<file path="src/ring_buffered_rate_scaled_playback_unit_defines.svh">
// Assertion macros shared by the playback unit RTL.
`ifndef RING_BUFFERED_RATE_SCALED_PLAYBACK_UNIT_DEFINES_SVH
`define RING_BUFFERED_RATE_SCALED_PLAYBACK_UNIT_DEFINES_SVH

// Same-cycle implication, checked at every rising clock edge outside reset.
`define RBP_ASSERT_NOW(lbl, ante, cons) \
    lbl: assert property (@(posedge clk) disable iff (!rst_n) (ante) |-> (cons)) \
        else $error("playback unit check failed");

// Next-cycle implication, checked at every rising clock edge outside reset.
`define RBP_ASSERT_NEXT(lbl, ante, cons) \
    lbl: assert property (@(posedge clk) disable iff (!rst_n) (ante) |=> (cons)) \
        else $error("playback unit check failed");

`endif

</file>
<file path="src/rbp_pkg.sv">
// Package with the constants, codes and types of the playback unit.
package rbp_pkg;

    localparam int RING_FRAMES   = 2048;
    localparam int RING_AW       = $clog2(RING_FRAMES);
    localparam int CNT_W         = RING_AW + 1;
    localparam int REFILL_CHUNK  = 512;
    localparam int BLOCK_SAMPLES = 128;
    localparam int BLK_W         = (BLOCK_SAMPLES > 1) ? $clog2(BLOCK_SAMPLES) : 1;
    localparam int FRACTION_BITS = 16;
    localparam int RATE_W        = FRACTION_BITS + 2;
    localparam int PHASE_SUM_W   = FRACTION_BITS + 3;
    localparam int SAMPLE_W      = 16;
    localparam int STATE_W       = 3;
    localparam int UNDER_W       = 16;
    localparam int FRAMES_W      = 32;
    localparam int OP_W          = 3;
    localparam int CFG_INDEX_W   = 1;
    localparam int CFG_DATA_W    = 32;

    localparam logic [RATE_W-1:0]  RATE_ONE  = RATE_W'(1) << FRACTION_BITS;
    localparam logic [RATE_W-1:0]  RATE_MAX  = RATE_W'(2) << FRACTION_BITS;
    localparam logic [UNDER_W-1:0] UNDER_MAX = '1;

    // Operation codes.
    localparam logic [OP_W-1:0] OP_RESTART = 3'd0;
    localparam logic [OP_W-1:0] OP_PUSH    = 3'd1;
    localparam logic [OP_W-1:0] OP_ENDED   = 3'd2;
    localparam logic [OP_W-1:0] OP_START   = 3'd3;
    localparam logic [OP_W-1:0] OP_PULL    = 3'd4;

    // Stream states.
    localparam logic [STATE_W-1:0] ST_IDLE     = 3'd0;
    localparam logic [STATE_W-1:0] ST_PRIMING  = 3'd1;
    localparam logic [STATE_W-1:0] ST_PRIMED   = 3'd2;
    localparam logic [STATE_W-1:0] ST_PLAYING  = 3'd3;
    localparam logic [STATE_W-1:0] ST_FINISHED = 3'd4;

    // Configuration register indexes.
    localparam logic [CFG_INDEX_W-1:0] REG_PLAYBACK_RATE = 1'b0;
    localparam logic [CFG_INDEX_W-1:0] REG_TOTAL_FRAMES  = 1'b1;

    typedef struct packed {
        logic                 sample_valid;
        logic [STATE_W-1:0]   stream_state;
        logic [UNDER_W-1:0]   underrun_total;
        logic                 push_accepted;
        logic                 block_end;
    } rbp_status_t;

    typedef struct packed {
        logic                 we;
        logic [RING_AW-1:0]   waddr;
        logic [SAMPLE_W-1:0]  wdata;
        logic                 re;
        logic [RING_AW-1:0]   raddr;
    } rbp_mem_req_t;

    typedef struct packed {
        logic signed [SAMPLE_W-1:0] sample_out;
        rbp_status_t                status;
    } rbp_result_t;

endpackage

</file>
<file path="src/rbp_outq.sv">
// Two-entry result queue that decouples the result channel from the pipeline.
module rbp_outq import rbp_pkg::*;
(
    input  logic        clk,
    input  logic        rst_n,
    input  logic        push,
    input  rbp_result_t push_data,
    input  logic        pop,
    output logic        not_empty,
    output rbp_result_t head,
    output logic [1:0]  level
);

    rbp_result_t slot_reg [2];
    logic        wptr_reg, wptr_next;
    logic        rptr_reg, rptr_next;
    logic [1:0]  level_reg, level_next;

    assign wptr_next  = push ? ~wptr_reg : wptr_reg;
    assign rptr_next  = pop ? ~rptr_reg : rptr_reg;
    assign level_next = level_reg + 2'(push) - 2'(pop);

    always_ff @(posedge clk)
    begin
        if (push)
        begin
            slot_reg[wptr_reg] <= push_data;
        end
    end

    always_ff @(posedge clk or negedge rst_n)
    begin
        if (!rst_n)
        begin
            wptr_reg  <= 1'b0;
            rptr_reg  <= 1'b0;
            level_reg <= '0;
        end
        else
        begin
            wptr_reg  <= wptr_next;
            rptr_reg  <= rptr_next;
            level_reg <= level_next;
        end
    end

    assign not_empty = (level_reg != '0);
    assign head      = slot_reg[rptr_reg];
    assign level     = level_reg;

endmodule

</file>
<file path="config.mk">
export PLATFORM = sky130hd
export DESIGN_NAME = rbp_outq
export DESIGN_NICKNAME = d
export VERILOG_FILES = /design/src/ring_buffered_rate_scaled_playback_unit_defines.svh /design/src/rbp_pkg.sv /design/src/rbp_outq.sv
export SDC_FILE = /design/constraint.sdc
export NUM_CORES = 1
export LEC_CHECK = 0
export BUFFER_PORTS_ARGS = -buffer_cell sky130_fd_sc_hd__buf_2
export CAP_MARGIN = 40
export CORE_MARGIN = 3
export CORE_UTILIZATION = 55
export CTS_CLUSTER_SIZE = 25
export DETAILED_ROUTE_END_ITERATION = 6
export PLACE_DENSITY = 0.83
export RECOVER_POWER = 100
export SLEW_MARGIN = 10
export SYNTH_ARGS = -nofsm -noshare
export SYNTH_HDL_FRONTEND = slang
export SYNTH_SLANG_ARGS = --single-unit
</file>
<file path="constraint.sdc">
create_clock -name clk -period 5.2 [get_ports clk]
set_input_delay 0.78 -clock clk [delete_from_list [all_inputs] [get_ports clk]]
set_output_delay 0.78 -clock clk [all_outputs]
set_load 0.02 [all_outputs]
</file>
After elaboration in Yosys (flattened, before gate mapping)
Memories as Yosys holds them, arrays and structs flattened.
Cells that the tools add are included.

storage, ports and cells
  memory bits (writable) = 76
  bits in latches = 0
  memories = 1
  bits in registers = 4
  input bits = 42
  output and inout bits = 41
  word-level logic and storage cells = 11
  ROM bits = 0

cells by class
  eq/ne operators = 0
  shift operators = 0
  bitwise operators = 2
  $mul = 0
  add/sub/neg operators = 2
  order comparisons = 0
  reduce and logical (&&, ||, !) cells = 1
  mux-type cells = 2
  divide/modulo/power cells = 0

memories
  memory    depth  width  rd ports  clocked after Yosys merged registers in  wr ports  line            RTL
  slot_reg  2      38     1         0                                        1         rbp_outq.sv:14  rbp_result_t slot_reg [2];

operators with widths
  operator                   number
  adder 2 x 1 -> 2 bit       1
  two-way mux 1 bit          2
  NOT 1 bit                  2
  nonzero test 2 bit         1
  subtractor 2 x 1 -> 2 bit  1

Longest topological paths before layout
  word-level depth = 2
  gate-level depth with buffers = 5
  gate-level depth less buffers = 5

Least setup slack after synthesis
No wires, ideal clock.

  kind = input to register
  from = input port push
  to = memory slot_reg[0][0] (netlist bit), enable pin
  data arrival time = 2484 ps
  buffers on the path = 0
  stages on the path = 1
  setup slack = 2278 ps
  data required time = 4762 ps
  library setup time = 438 ps
  cell sequence = nor2b_1

on the way
  cells in the longest elaborated chain, start to end = 2

RTL lines
  what                                     line            RTL
  start: declaration                       rbp_outq.sv:6   input logic push,
  two-way mux 1 bit                        rbp_outq.sv:25  if (push)
  two-way mux 1 bit (implied by the code)  rbp_outq.sv:27  slot_reg[wptr_reg] <= push_data;
  end: declaration                         rbp_outq.sv:14

No other way between the ends.

Worst setup path after layout
  from = input port push
  to = memory slot_reg[0][3] (netlist bit), enable pin

The elaborated chain is that of the path after synthesis.

==> results.cfg <==
[cells_and_area]
final_common_cell = edfxtp_1
final_cell_mix = 76 x edfxtp_1, 62 x clkbuf_1, 28 x mux2_2, 22 x buf_2, 10 x mux2_4
nFillCells = 377
n_antenna_cell = 0
largest_register_ff_count = 76
area_delta_synth_final_pct = 21.9
drive_above_1_share_pct = 34.1
fin_nets = 268

[pwr]
p_leak_uw = 0.00130
vdd_drop_max_v = 0.000380
power_uw = 2100
p_per_area_nw_per_um2 = 577

[worst_setup_path]
critical_path_required_ns = 5.16
start_kind = input port
cp-end-kind = register
crit_arrival_ns = 3.17
crit_fanout = 20
path_class = in -> reg

[timing]
setup_viol = 0
clock_skew_ns = 0.00529
hold_viol_final = 0
setup_tns_ns = 0
fmax_mhz = 312
fin_ws_ns = 1.99
worst_pin_slew_ns = 1.77
maxSlewViolCount = 53
post-route-min-period_ns = 3.21
slew_headroom_pct = -18.0
period_share_pct = 61.7
rsz0062_at_grt = false

[logic_synthesis]
synth_top_area_share_pct = 76.5
yosys_warnings = 0
synth_top_family_by_area = multiplexers
ys_seq_area_share_pct = 79.9
synth_area_sq_um = 2980
synth_xor_area_share_pct = 1.38
ys_types = 14
synth-seq-cells = 80
synth_mux_area_share_pct = 15.6
synthAdderAreaFrac_pct = 0.839
synth_nets = 176
yosys-top-cells-area = edfxtp_1 77%, mux2_2 11%, mux2_4 5.0%
synth_area_leader_cell = edfxtp_1
synth_compound_area_share_pct = 0
yosys.area_share.simple_pct = 0.629
avgSynthCellArea_sq_um = 22.6
synth_cells = 132

[global_routing]
grt_pass1_wl_um = 7120
grt_max_degree = 32
antenna_found_initial = 0
track_usage_pct = 15.8
grt_pass1_vias = 1500
grt-ovfl-total = 0

[cts]
cts_setup_buffers = 0
cts_root_buf = clkbuf_8
numCtsBuffers = 9
clock_sinks = 80
clock_latency_ns = 0.34
cts_resized = 0
cts_buffer_depth = 2
cts_tree = built
path_clk_slew_ns = 0.08
h-tree-depth = 3
postCtsHoldBufs = 0

[routing]
dr_total_vias = 1470
drc = 0
ant_nets = 0
via_per_inst = 4.92
wire_per_inst_um = 16.0
wl_um = 4780
initialDrtViolationCount = 68
first_pass_iters = 4

[floorplan]
die_area_sq_um = 6340
rows = 26
start_util_pct = 57.6
die_h_um = 79.6
core_area_sq_um = 5170
io_pins = 83
die_width_um = 79.6

[place]
dp_hpwl_um = 3060
gp_congestion = 0.634
dp_slack_ns = 3.13
numPortBuffers = 82

[min_path]
hold_path_class = in -> async

[run_status]
status = finished, violations left
failed_checks = capacitance limit, slew limit

[flow_run]
max_cap_violations = 2
==> synth_stat cells <==
| cell type | instances |
|---|---|
| edfxtp_1 | 76 |
| mux2_2 | 28 |
| mux2_4 | 10 |
| dfrtp_1 | 4 |
| buf_4 | 2 |
| ha_1 | 2 |
| inv_1 | 2 |
| xor2_1 | 2 |
| and2_1 | 1 |
| buf_6 | 1 |
| buf_8 | 1 |
| nor2b_1 | 1 |
| or2_2 | 1 |
| xor3_1 | 1 |
==> cell type report <==
| type | count | area, sq um | share of cell area [%] |
|---|---|---|---|
| tap | 70 | 87.6 | 2.41 |
| sequential | 80 | 2380 | 65.5 |
| clock buffer | 9 | 124 | 3.41 |
| multi-input combinational | 46 | 551 | 15.1 |
| timing repair buffer | 85 | 363 | 9.98 |
| inverter | 2 | 7.51 | 0.207 |
| clock inverter | 7 | 120 | 3.30 |
==> metrics by stage <==
stage	cells	utilization (%)	hold WS [ns]	instance area, sq um
final	299	70.3	0.255	3630
after floorplan	132	-	0.455	2980
after global placement	280	66.7	0.521	3450
after CTS	299	72.7	0.211	3760
after detailed placement	283	68.0	0.526	3520
after global routing	299	70.3	0.248	3630
==> per-layer routing <==
| layer | vias up | wire length, um | global-route usage, % | part of all wire [%] |
|---|---|---|---|---|
| li1 | 700 | - | - | - |
| met1 | 701 | 2080 | 19.5 | 43 |
| met2 | 59 | 2220 | 24.0 | 46 |
| met3 | 10 | 388 | 5.30 | 8.1 |
| met4 | 0 | 97 | 9.79 | 2.0 |
| met5 | - | 0 | 0 | 0 |
==> critical path, stage by stage <==
cell      delay (ns)
clkbuf_1        0.15
nor2b_1         1.31
clkbuf_1        0.91
==> power by group <==
group | switching (uW) | internal [uW]
clock network | 219 | 319
registers | 49.1 | 862
logic | 394 | 256
==> logic make-up after synthesis <==
group	after synthesis
multiplexers	38
XOR/XNOR	3
buffers and inverters	6
AND/OR/NAND/NOR	3
adder cells (fa/ha/maj)	2
flip-flops	80
==> path summary, 6_finish.rpt <==
path / from / to / slack, ns / cells past startpoint
worst max-delay path: push / slot_reg[0][3] / 1.99 / 3
worst min-delay path: rst_n / level[0] / 0.26 / 1
worst max register to register: wptr_reg / slot_reg[0][3] / 2.22 / 2
worst min register to register: wptr_reg / wptr_reg / 0.48 / 1
max in group asynchronous: rst_n / rptr_reg / 4.76 / 1
min in group clk: wptr_reg / wptr_reg / 0.48 / 1
(Power assumes the default switching activity.)
