## config.mk

```make
export PLATFORM = sky130hd
export DESIGN_NAME = rbp_ctrl
export DESIGN_NICKNAME = d
export VERILOG_FILES = /design/src/ring_buffered_rate_scaled_playback_unit_defines.svh /design/src/rbp_pkg.sv /design/src/rbp_ctrl.sv
export SDC_FILE = /design/constraint.sdc
export NUM_CORES = 1
export LEC_CHECK = 0
export BUFFER_PORTS_ARGS = -buffer_cell sky130_fd_sc_hd__buf_2
export CORE_ASPECT_RATIO = 0.6
export CORE_MARGIN = 2
export CORE_UTILIZATION = 65
export CTS_CLUSTER_DIAMETER = 30
export CTS_CLUSTER_SIZE = 20
export DETAILED_ROUTE_END_ITERATION = 6
export GPL_ROUTABILITY_DRIVEN = 0
export PLACE_DENSITY = 0.88
export REMOVE_ABC_BUFFERS = 1
export SYNTH_ARGS = -nofsm -noshare
export SYNTH_HDL_FRONTEND = slang
export SYNTH_SLANG_ARGS = --single-unit
```

## constraint.sdc

```tcl
create_clock -name clk -period 11.78 [get_ports clk]
set_input_delay 0.589 -clock clk [delete_from_list [all_inputs] [get_ports clk]]
set_output_delay 0.589 -clock clk [all_outputs]
set_load 0.02 [all_outputs]
```

## src/ring_buffered_rate_scaled_playback_unit_defines.svh

```systemverilog
// Assertion macros shared by the playback unit RTL.
`ifndef RING_BUFFERED_RATE_SCALED_PLAYBACK_UNIT_DEFINES_SVH
`define RING_BUFFERED_RATE_SCALED_PLAYBACK_UNIT_DEFINES_SVH

// Same-cycle implication, checked at every rising clock edge outside reset.
`define RBP_ASSERT_NOW(lbl, ante, cons) \
    lbl: assert property (@(posedge clk) disable iff (!rst_n) (ante) |-> (cons)) \
        else $error("playback unit check failed");

// Next-cycle implication, checked at every rising clock edge outside reset.
`define RBP_ASSERT_NEXT(lbl, ante, cons) \
    lbl: assert property (@(posedge clk) disable iff (!rst_n) (ante) |=> (cons)) \
        else $error("playback unit check failed");

`endif

```

## src/rbp_pkg.sv

```systemverilog
// Package with the constants, codes and types of the playback unit.
package rbp_pkg;

    localparam int RING_FRAMES   = 2048;
    localparam int RING_AW       = $clog2(RING_FRAMES);
    localparam int CNT_W         = RING_AW + 1;
    localparam int REFILL_CHUNK  = 512;
    localparam int BLOCK_SAMPLES = 128;
    localparam int BLK_W         = (BLOCK_SAMPLES > 1) ? $clog2(BLOCK_SAMPLES) : 1;
    localparam int FRACTION_BITS = 16;
    localparam int RATE_W        = FRACTION_BITS + 2;
    localparam int PHASE_SUM_W   = FRACTION_BITS + 3;
    localparam int SAMPLE_W      = 16;
    localparam int STATE_W       = 3;
    localparam int UNDER_W       = 16;
    localparam int FRAMES_W      = 32;
    localparam int OP_W          = 3;
    localparam int CFG_INDEX_W   = 1;
    localparam int CFG_DATA_W    = 32;

    localparam logic [RATE_W-1:0]  RATE_ONE  = RATE_W'(1) << FRACTION_BITS;
    localparam logic [RATE_W-1:0]  RATE_MAX  = RATE_W'(2) << FRACTION_BITS;
    localparam logic [UNDER_W-1:0] UNDER_MAX = '1;

    // Operation codes.
    localparam logic [OP_W-1:0] OP_RESTART = 3'd0;
    localparam logic [OP_W-1:0] OP_PUSH    = 3'd1;
    localparam logic [OP_W-1:0] OP_ENDED   = 3'd2;
    localparam logic [OP_W-1:0] OP_START   = 3'd3;
    localparam logic [OP_W-1:0] OP_PULL    = 3'd4;

    // Stream states.
    localparam logic [STATE_W-1:0] ST_IDLE     = 3'd0;
    localparam logic [STATE_W-1:0] ST_PRIMING  = 3'd1;
    localparam logic [STATE_W-1:0] ST_PRIMED   = 3'd2;
    localparam logic [STATE_W-1:0] ST_PLAYING  = 3'd3;
    localparam logic [STATE_W-1:0] ST_FINISHED = 3'd4;

    // Configuration register indexes.
    localparam logic [CFG_INDEX_W-1:0] REG_PLAYBACK_RATE = 1'b0;
    localparam logic [CFG_INDEX_W-1:0] REG_TOTAL_FRAMES  = 1'b1;

    typedef struct packed {
        logic                 sample_valid;
        logic [STATE_W-1:0]   stream_state;
        logic [UNDER_W-1:0]   underrun_total;
        logic                 push_accepted;
        logic                 block_end;
    } rbp_status_t;

    typedef struct packed {
        logic                 we;
        logic [RING_AW-1:0]   waddr;
        logic [SAMPLE_W-1:0]  wdata;
        logic                 re;
        logic [RING_AW-1:0]   raddr;
    } rbp_mem_req_t;

    typedef struct packed {
        logic signed [SAMPLE_W-1:0] sample_out;
        rbp_status_t                status;
    } rbp_result_t;

endpackage

```

## src/rbp_ctrl.sv

```systemverilog
// Stream control: counters, phase accumulator, block tracking and configuration.
module rbp_ctrl import rbp_pkg::*;
(
    input  logic                   clk,
    input  logic                   rst_n,
    input  logic                   accept,
    input  logic [OP_W-1:0]        operation,
    input  logic [SAMPLE_W-1:0]    sample_in,
    input  logic                   cfg_write,
    input  logic [CFG_INDEX_W-1:0] cfg_index,
    input  logic [CFG_DATA_W-1:0]  cfg_data,
    output rbp_mem_req_t           mem_req,
    output rbp_status_t            status,
    output logic [CNT_W-1:0]       buffered
);

    logic [CNT_W-1:0]         wc_reg, wc_next;
    logic [CNT_W-1:0]         rc_reg, rc_next;
    logic [FRAMES_W-1:0]      fr_reg, fr_next;
    logic [FRACTION_BITS-1:0] phase_reg, phase_next;
    logic                     eof_reg, eof_next;
    logic [STATE_W-1:0]       state_reg, state_next;
    logic [UNDER_W-1:0]       under_reg, under_next;
    logic [BLK_W-1:0]         pos_reg, pos_next;
    logic                     halted_reg, halted_next;
    logic                     reached_reg, reached_next;
    logic [RATE_W-1:0]        rate_reg, rate_next;
    logic [FRAMES_W-1:0]      total_reg, total_next;

    logic [CNT_W-1:0]         buf_after;
    logic [PHASE_SUM_W-1:0]   phase_sum;
    logic [2:0]               adv;
    logic [FRAMES_W-1:0]      fr_inc;
    logic [RATE_W-1:0]        cfg_rate;

    assign buffered  = wc_reg - rc_reg;
    assign buf_after = wc_next - rc_reg;
    assign phase_sum = PHASE_SUM_W'(phase_reg) + PHASE_SUM_W'(rate_reg);
    assign adv       = phase_sum[PHASE_SUM_W-1:FRACTION_BITS];
    assign fr_inc    = fr_reg + FRAMES_W'(1);
    assign cfg_rate  = cfg_data[RATE_W-1:0];

    always_comb
    begin
        wc_next      = wc_reg;
        rc_next      = rc_reg;
        fr_next      = fr_reg;
        phase_next   = phase_reg;
        eof_next     = eof_reg;
        state_next   = state_reg;
        under_next   = under_reg;
        pos_next     = pos_reg;
        halted_next  = halted_reg;
        reached_next = reached_reg;
        rate_next    = rate_reg;
        total_next   = total_reg;
        mem_req      = '0;
        mem_req.waddr = wc_reg[RING_AW-1:0];
        mem_req.wdata = sample_in;
        mem_req.raddr = rc_reg[RING_AW-1:0];
        status       = '0;

        if (accept)
        begin
            unique case (operation)
                OP_RESTART:
                begin
                    wc_next      = '0;
                    rc_next      = '0;
                    fr_next      = '0;
                    phase_next   = '0;
                    eof_next     = 1'b0;
                    under_next   = '0;
                    halted_next  = 1'b0;
                    reached_next = 1'b0;
                    state_next   = ST_PRIMING;
                end
                OP_PUSH:
                begin
                    if (state_reg != ST_IDLE && state_reg != ST_FINISHED && !eof_reg)
                    begin
                        if (fr_reg >= total_reg)
                        begin
                            eof_next = 1'b1;
                        end
                        else if (32'(buffered) < 32'(RING_FRAMES))
                        begin
                            mem_req.we = 1'b1;
                            wc_next    = wc_reg + CNT_W'(1);
                            fr_next    = fr_inc;
                            status.push_accepted = 1'b1;
                            if (fr_inc >= total_reg)
                            begin
                                eof_next = 1'b1;
                            end
                        end
                        if (state_reg == ST_PRIMING &&
                            (32'(buf_after) >= 32'(REFILL_CHUNK) || eof_next))
                        begin
                            state_next = ST_PRIMED;
                        end
                    end
                end
                OP_ENDED:
                begin
                    if (state_reg != ST_IDLE && state_reg != ST_FINISHED)
                    begin
                        eof_next = 1'b1;
                        if (state_reg == ST_PRIMING)
                        begin
                            state_next = ST_PRIMED;
                        end
                    end
                end
                OP_START:
                begin
                    if (state_reg == ST_PRIMED)
                    begin
                        state_next = ST_PLAYING;
                    end
                end
                OP_PULL:
                begin
                    if (state_reg == ST_PLAYING && !halted_reg)
                    begin
                        if (buffered == '0)
                        begin
                            halted_next  = 1'b1;
                            reached_next = eof_reg;
                        end
                        else if (!eof_reg && CNT_W'(adv) > buffered)
                        begin
                            halted_next = 1'b1;
                        end
                        else
                        begin
                            // The frame under the read position goes out; the
                            // memory returns it in the next cycle.
                            mem_req.re          = 1'b1;
                            status.sample_valid = 1'b1;
                            phase_next          = phase_sum[FRACTION_BITS-1:0];
                            if (eof_reg && CNT_W'(adv) >= buffered)
                            begin
                                rc_next      = rc_reg + buffered;
                                halted_next  = 1'b1;
                                reached_next = 1'b1;
                            end
                            else
                            begin
                                rc_next = rc_reg + CNT_W'(adv);
                            end
                        end
                    end
                    if (pos_reg == BLK_W'(BLOCK_SAMPLES - 1))
                    begin
                        status.block_end = 1'b1;
                        pos_next         = '0;
                        if (state_reg == ST_PLAYING)
                        begin
                            if (reached_next)
                            begin
                                state_next = ST_FINISHED;
                            end
                            else if (halted_next && under_reg != UNDER_MAX)
                            begin
                                under_next = under_reg + UNDER_W'(1);
                            end
                        end
                        halted_next  = 1'b0;
                        reached_next = 1'b0;
                    end
                    else
                    begin
                        pos_next = pos_reg + BLK_W'(1);
                    end
                end
                default:
                begin
                end
            endcase
        end

        if (cfg_write)
        begin
            unique case (cfg_index)
                REG_PLAYBACK_RATE:
                begin
                    if ((state_reg == ST_IDLE || state_reg == ST_PRIMED) &&
                        cfg_rate != '0 && cfg_rate <= RATE_MAX)
                    begin
                        rate_next = cfg_rate;
                    end
                end
                REG_TOTAL_FRAMES:
                begin
                    total_next = cfg_data[FRAMES_W-1:0];
                end
                default:
                begin
                end
            endcase
        end

        status.stream_state   = state_next;
        status.underrun_total = under_next;
    end

    always_ff @(posedge clk or negedge rst_n)
    begin
        if (!rst_n)
        begin
            wc_reg      <= '0;
            rc_reg      <= '0;
            fr_reg      <= '0;
            phase_reg   <= '0;
            eof_reg     <= 1'b0;
            state_reg   <= ST_IDLE;
            under_reg   <= '0;
            pos_reg     <= '0;
            halted_reg  <= 1'b0;
            reached_reg <= 1'b0;
            rate_reg    <= RATE_ONE;
            total_reg   <= '0;
        end
        else
        begin
            wc_reg      <= wc_next;
            rc_reg      <= rc_next;
            fr_reg      <= fr_next;
            phase_reg   <= phase_next;
            eof_reg     <= eof_next;
            state_reg   <= state_next;
            under_reg   <= under_next;
            pos_reg     <= pos_next;
            halted_reg  <= halted_next;
            reached_reg <= reached_next;
            rate_reg    <= rate_next;
            total_reg   <= total_next;
        end
    end

endmodule

```

## Yosys cells after proc, flatten, opt, wreduce, memory -nomap -nowiden

Cells that the tools add are included.

- Register bits after elaboration: 151
- Bits of input ports: 56
- Output and inout bits: 74

- Add/subtract/negate cells: 9
- Magnitude comparators: 7
- Equality and inequality tests: 17
- Mux-type cells: 73
- Bitwise logic cells: 1
- Reduce and logical (&&, ||, !) cells: 28

Operator list:

| kind | count |
|---|---|
| $mux 16 | 8 |
| $mux 12 | 8 |
| $mux 32 | 3 |
| $ge 32x32->1 | 2 |
| $pmux 16 s2 | 2 |
| $pmux 32 s2 | 1 |
| $pmux 12 s2 | 2 |
| $mux 1 | 34 |
| $add 32x1->32 const B | 1 |
| $mux 3 | 9 |
| $sub 12x12->12 | 2 |
| $add 16x18->19 | 1 |
| $le 18x18->1 const B | 1 |
| $reduce_bool 18->1 | 1 |
| $add 16x1->16 const B | 1 |
| $ne 16x16->1 const B | 1 |
| $pmux 3 s5 | 1 |
| $ne 2x2->1 const B | 7 |
| $add 12x1->12 const B | 1 |
| $add 12x12->12 | 1 |
| $add 12x3->12 | 1 |
| $eq 3x2->1 const B | 4 |
| $ge 12x10->1 const B | 1 |
| $ge 3x12->1 | 1 |
| other kinds (23) | 41 |

## Depth between registers and ports, before layout

- Word-level depth: 16
- Depth in mapped cells: 30

## Worst setup path before layout

No wires, ideal clock.

- Kind: reg-to-reg
- Start: register phase_reg[0]
- End: register rc_reg[11]
- Library setup time: 125 ps
- Data arrival time: 5837 ps
- Data required time: 11655 ps
- Path slack: 5818 ps
- Stages on the path, launching flop included: 29
- Path buffers: 0
- Clock period less this slack: 5962 ps
- Path through: dfrtp_1 > ha_1 > fa_1 > a21oi_1 > o21bai_1 > a2111oi_0 > o41ai_1 > a211oi_1 > o31ai_1 > a21oi_1 > xor2_1 > ha_1 > nand2b_1 > a21o_1 > a21oi_1 > nor2_1 > nand3_1 > mux2_2 > ha_1 > a21o_1 > a21oi_1 > o21ai_0 > and2_1 > o41ai_1 > o21a_1 > o21bai_1 > a21oi_1 > nand2b_1 > mux2i_1

- Longest elaborated chain between the ends: 8
- Elaborated cells between the ends (all ways): 13
- Classes of those cells: add/sub (2); order compare (2); eq/ne (1); mux (5); reduce/logical (3)

Ends and longest elaborated chain:

| element | line | text |
|---|---|---|
| start: declaration | rbp_ctrl.sv:20 | `logic [FRACTION_BITS-1:0] phase_reg, phase_next;` |
| start signal: assignment | rbp_ctrl.sv:230 | `phase_reg <= phase_next;` |
| $add 16x18->19 (*) | rbp_ctrl.sv:38 | `assign phase_sum = PHASE_SUM_W'(phase_reg) + PHASE_SUM_W'(rate_reg);` |
| $ge 3x12->1 | rbp_ctrl.sv:142 | `if (eof_reg && CNT_W'(adv) >= buffered)` |
| $logic_and 1x1->1 | rbp_ctrl.sv:142 |  |
| $mux 12 | rbp_ctrl.sv:142 |  |
| $mux 12 | rbp_ctrl.sv:131 | `else if (!eof_reg && CNT_W'(adv) > buffered)` |
| $mux 12 | rbp_ctrl.sv:126 | `if (buffered == '0)` |
| $mux 12 | rbp_ctrl.sv:124 | `if (state_reg == ST_PLAYING && !halted_reg)` |
| $pmux 12 s2 | rbp_ctrl.sv:65 | `unique case (operation)` |
| end signal: assignment | rbp_ctrl.sv:228 | `rc_reg <= rc_next;` |
| end: declaration | rbp_ctrl.sv:18 | `logic [CNT_W-1:0] rc_reg, rc_next;` |

Mark *: on every way between the ends. The rest lies on a longest branch, timed or not. The select of a mux whose other input is x is not followed.
A chain may end at the register's enable or synchronous reset.

==> flow_summary.json <==
{
  "whs_ns": 0.210,
  "path_max_fanout": 12,
  "timing.fmax_mhz": 135,
  "fin_area_sq_mm": 0.0121,
  "cp_common_cell": "a21oi_1",
  "coreArea_sq_mm": 0.0164,
  "cpPeakStageDelay_ns": 0.70,
  "cts_sinks": 151,
  "required_ns": 11.19,
  "synth_cells": 1218,
  "multi_input_area_sq_mm": 0.00663,
  "synth_top_area_share": 0.339,
  "outcome": "finished, violations left",
  "rsz0062_at_grt": "false",
  "grt_pass1_vias": 9328,
  "drt_wl_total_microns": 29000,
  "antenna_found_initial": 0,
  "fin_crit_ns": 7.40,
  "cts_htree_levels": 4,
  "reg2reg_to": "rc_reg[10]$_DFFE_PN0P_",
  "rows": 36,
  "setup_viol": 0,
  "initial_core_util": 0.674,
  "synth.distinct_cells": 71,
  "root_buffer": "clkbuf_16",
  "synth_area_leaders": "dfrtp_1 34%, ha_1 14%, mux2_2 5.3%",
  "viasPerCell": 6.43,
  "synth_warnings": 0,
  "drive_gt1_frac": 0.158,
  "violations": "DRC",
  "ios": 130,
  "grt_overflow": 0,
  "clk_latency_ns": 0.44,
  "cts_tree": "yes",
  "die_h_microns": 105,
  "synthMuxAreaShare": 0.0575,
  "tightestPinTransition_ns": 1.10,
  "drc": 8,
  "ant_nets": 0,
  "rr_worst_depth": 30,
  "critPathKind": "register to output port",
  "fin_tns_setup_ns": 0,
  "synth_flop_cell": "dfrtp_1",
  "grt_usage": 0.324,
  "firstDrtPassIters": 7,
  "crit_path_start": "phase_reg[0]$_DFFE_PN0P_",
  "place_area_sq_mm": 0.0115,
  "synth_top_family_by_area": "simple AND/OR/NAND/NOR gates",
  "avgSynthCellArea_sq_um": 9.10,
  "synth_compound_area_frac": 0.159,
  "chipWidth_microns": 173,
  "critPathSlowestCell": "a221oi_2",
  "post_cts_buffers": 0,
  "fin_skew_ns": 0.0157,
  "yosys_register_bits": 151,
  "yosys-top-cells-count": "150 x dfrtp_1, 134 x nand2_1, 120 x ha_1",
  "cts_buffers": 17,
  "grt_pass1_wl_microns": 47500,
  "hold_violations": 0,
  "nets": 1451,
  "drv_slew": 0,
  "grt_start_max_net_pins": 94,
  "rrSetupSlack_ns": 4.84,
  "synth_xor_area_frac": 0.0625,
  "crit_arrival_ns": 6.81,
  "total_power_mw": 2.02,
  "timing.rr.start": "phase_reg[0]$_DFFE_PN0P_",
  "avgRoutedWirePerCell_microns": 19.1,
  "synthAdderAreaFrac": 0.142,
  "ir_drop_mv": 0.120,
  "post-route-period-util": 0.629,
  "p_leak_nw": 6.04,
  "yosysMostFrequentCell": "dfrtp_1",
  "place_ws_ns": 5.06,
  "fill_cells": 1146,
  "ctsLongestPathBuffers": 2,
  "cp-start-kind": "register",
  "synth-simple-area-share": 0.174,
  "vias": 9735,
  "synth_top_cell_by_area": "dfrtp_1",
  "post_cts_resized": 0,
  "seq_area_sq_mm": 0.00378,
  "dieArea_sq_mm": 0.0181,
  "drtIter0Drc": 1028,
  "yosysSeqAreaShare": 0.341,
  "dp_hpwl_microns": 21000,
  "async_flop_share": 1.00,
  "hp-class": "input pin to asynchronous set/reset pin",
  "setup_slack_ns": 4.38,
  "path_clk_slew_ns": 0.07,
  "crit_chain": "ha_1 > fa_1 > a21oi_1 > o21bai_1 > a2111oi_0 > o41ai_1 > a211oi_1 > o31ai_1 > a21oi_1 > xor2_1 > ha_1 > nand2b_1 > a21o_1 > a21oi_1 > nand2_1 > and3_1 > a221oi_2 > nand4_1 > or3_1 > a21oi_1 > buf_2",
  "area_growth_pct": 9.38,
  "cts_hold_buf": 0,
  "netlist_area_sq_mm": 0.0111,
  "drv_cap": 0,
  "portBuffers": 97,
  "power.density_mw_per_mm2": 167,
  "synth_edf_count": 0,
  "slew_headroom": 0.267,
  "critPathCaptureType": "output port"
}
placed cells by master (no fill, tap or decap), drive strengths merged, types with 25 or more instances in the layout:
cell | netlist | routed
dfrtp | 150 | 150
nand2 | 134 | 134
ha | 120 | 120
buf | 53 | 104
inv | 68 | 78
o21ai | 70 | 70
nor2 | 69 | 69
a21oi | 59 | 59
nand3 | 54 | 54
mux2 | 53 | 53
xnor2 | 44 | 44
xor2 | 33 | 33
and3 | 25 | 25
final cells by class:
cell class | instances | area share
antenna | 1 | 0.000206
clock inverter | 15 | 0.0166
clock buffer | 17 | 0.0351
multi-input combinational | 930 | 0.547
tap | 228 | 0.0235
timing repair buffer | 104 | 0.0449
inverter | 68 | 0.0211
sequential | 151 | 0.312
where the power goes:
part           total, mW  switching, mW  internal, mW
Combinational      0.767          0.458         0.309
Sequential         0.658         0.0712         0.586
Clock              0.596          0.253         0.343
metal layers:
layer | track usage | part of all wire | vias to the layer above
li1 | - | - | 4462
met1 | 0.464 | 0.45 | 4658
met2 | 0.465 | 0.42 | 552
met3 | 0.107 | 0.11 | 63
met4 | 0.0983 | 0.017 | 0
met5 | 0 | 0 | -
critical path: cells and delay by family, from the launching register on:
family          cells  cell delay (ns)
fa+ha+maj           3             0.93
simple gates        5             1.43
flops               1             0.39
compound gates     11             3.20
xor+xnor            1             0.22
buf+inv             1             0.20
worst max-delay path by stage:
stage | endpoint | slack [ns] | cells past startpoint
finish | status[12] | 4.38 | 21
global route | status[8] | 3.75 | 21
CTS | status[8] | 4.44 | 21
detailed placement | rc_reg[11]$_DFFE_PN0P_ | 5.06 | 28
global placement | status[8] | 5.22 | 21
floorplan | status[18] | 5.67 | 22
cells by family after synthesis:
| logic type | count (synthesis) |
|---|---|
| AO/OA/AOI/OAI | 267 |
| buffers and inverters | 144 |
| adder cells (fa/ha/maj) | 124 |
| XOR/XNOR | 77 |
| other | 1 |
| flip-flops | 151 |
| multiplexers | 57 |
| AND/OR/NAND/NOR | 397 |
through the flow:
step                instances  utilization
floorplan                1149            -
global placement         1481        0.699
detailed placement       1481        0.699
CTS                      1513        0.737
global route             1513        0.737
finish                   1514        0.737
Note: power is estimated with default switching activity, not from simulation.
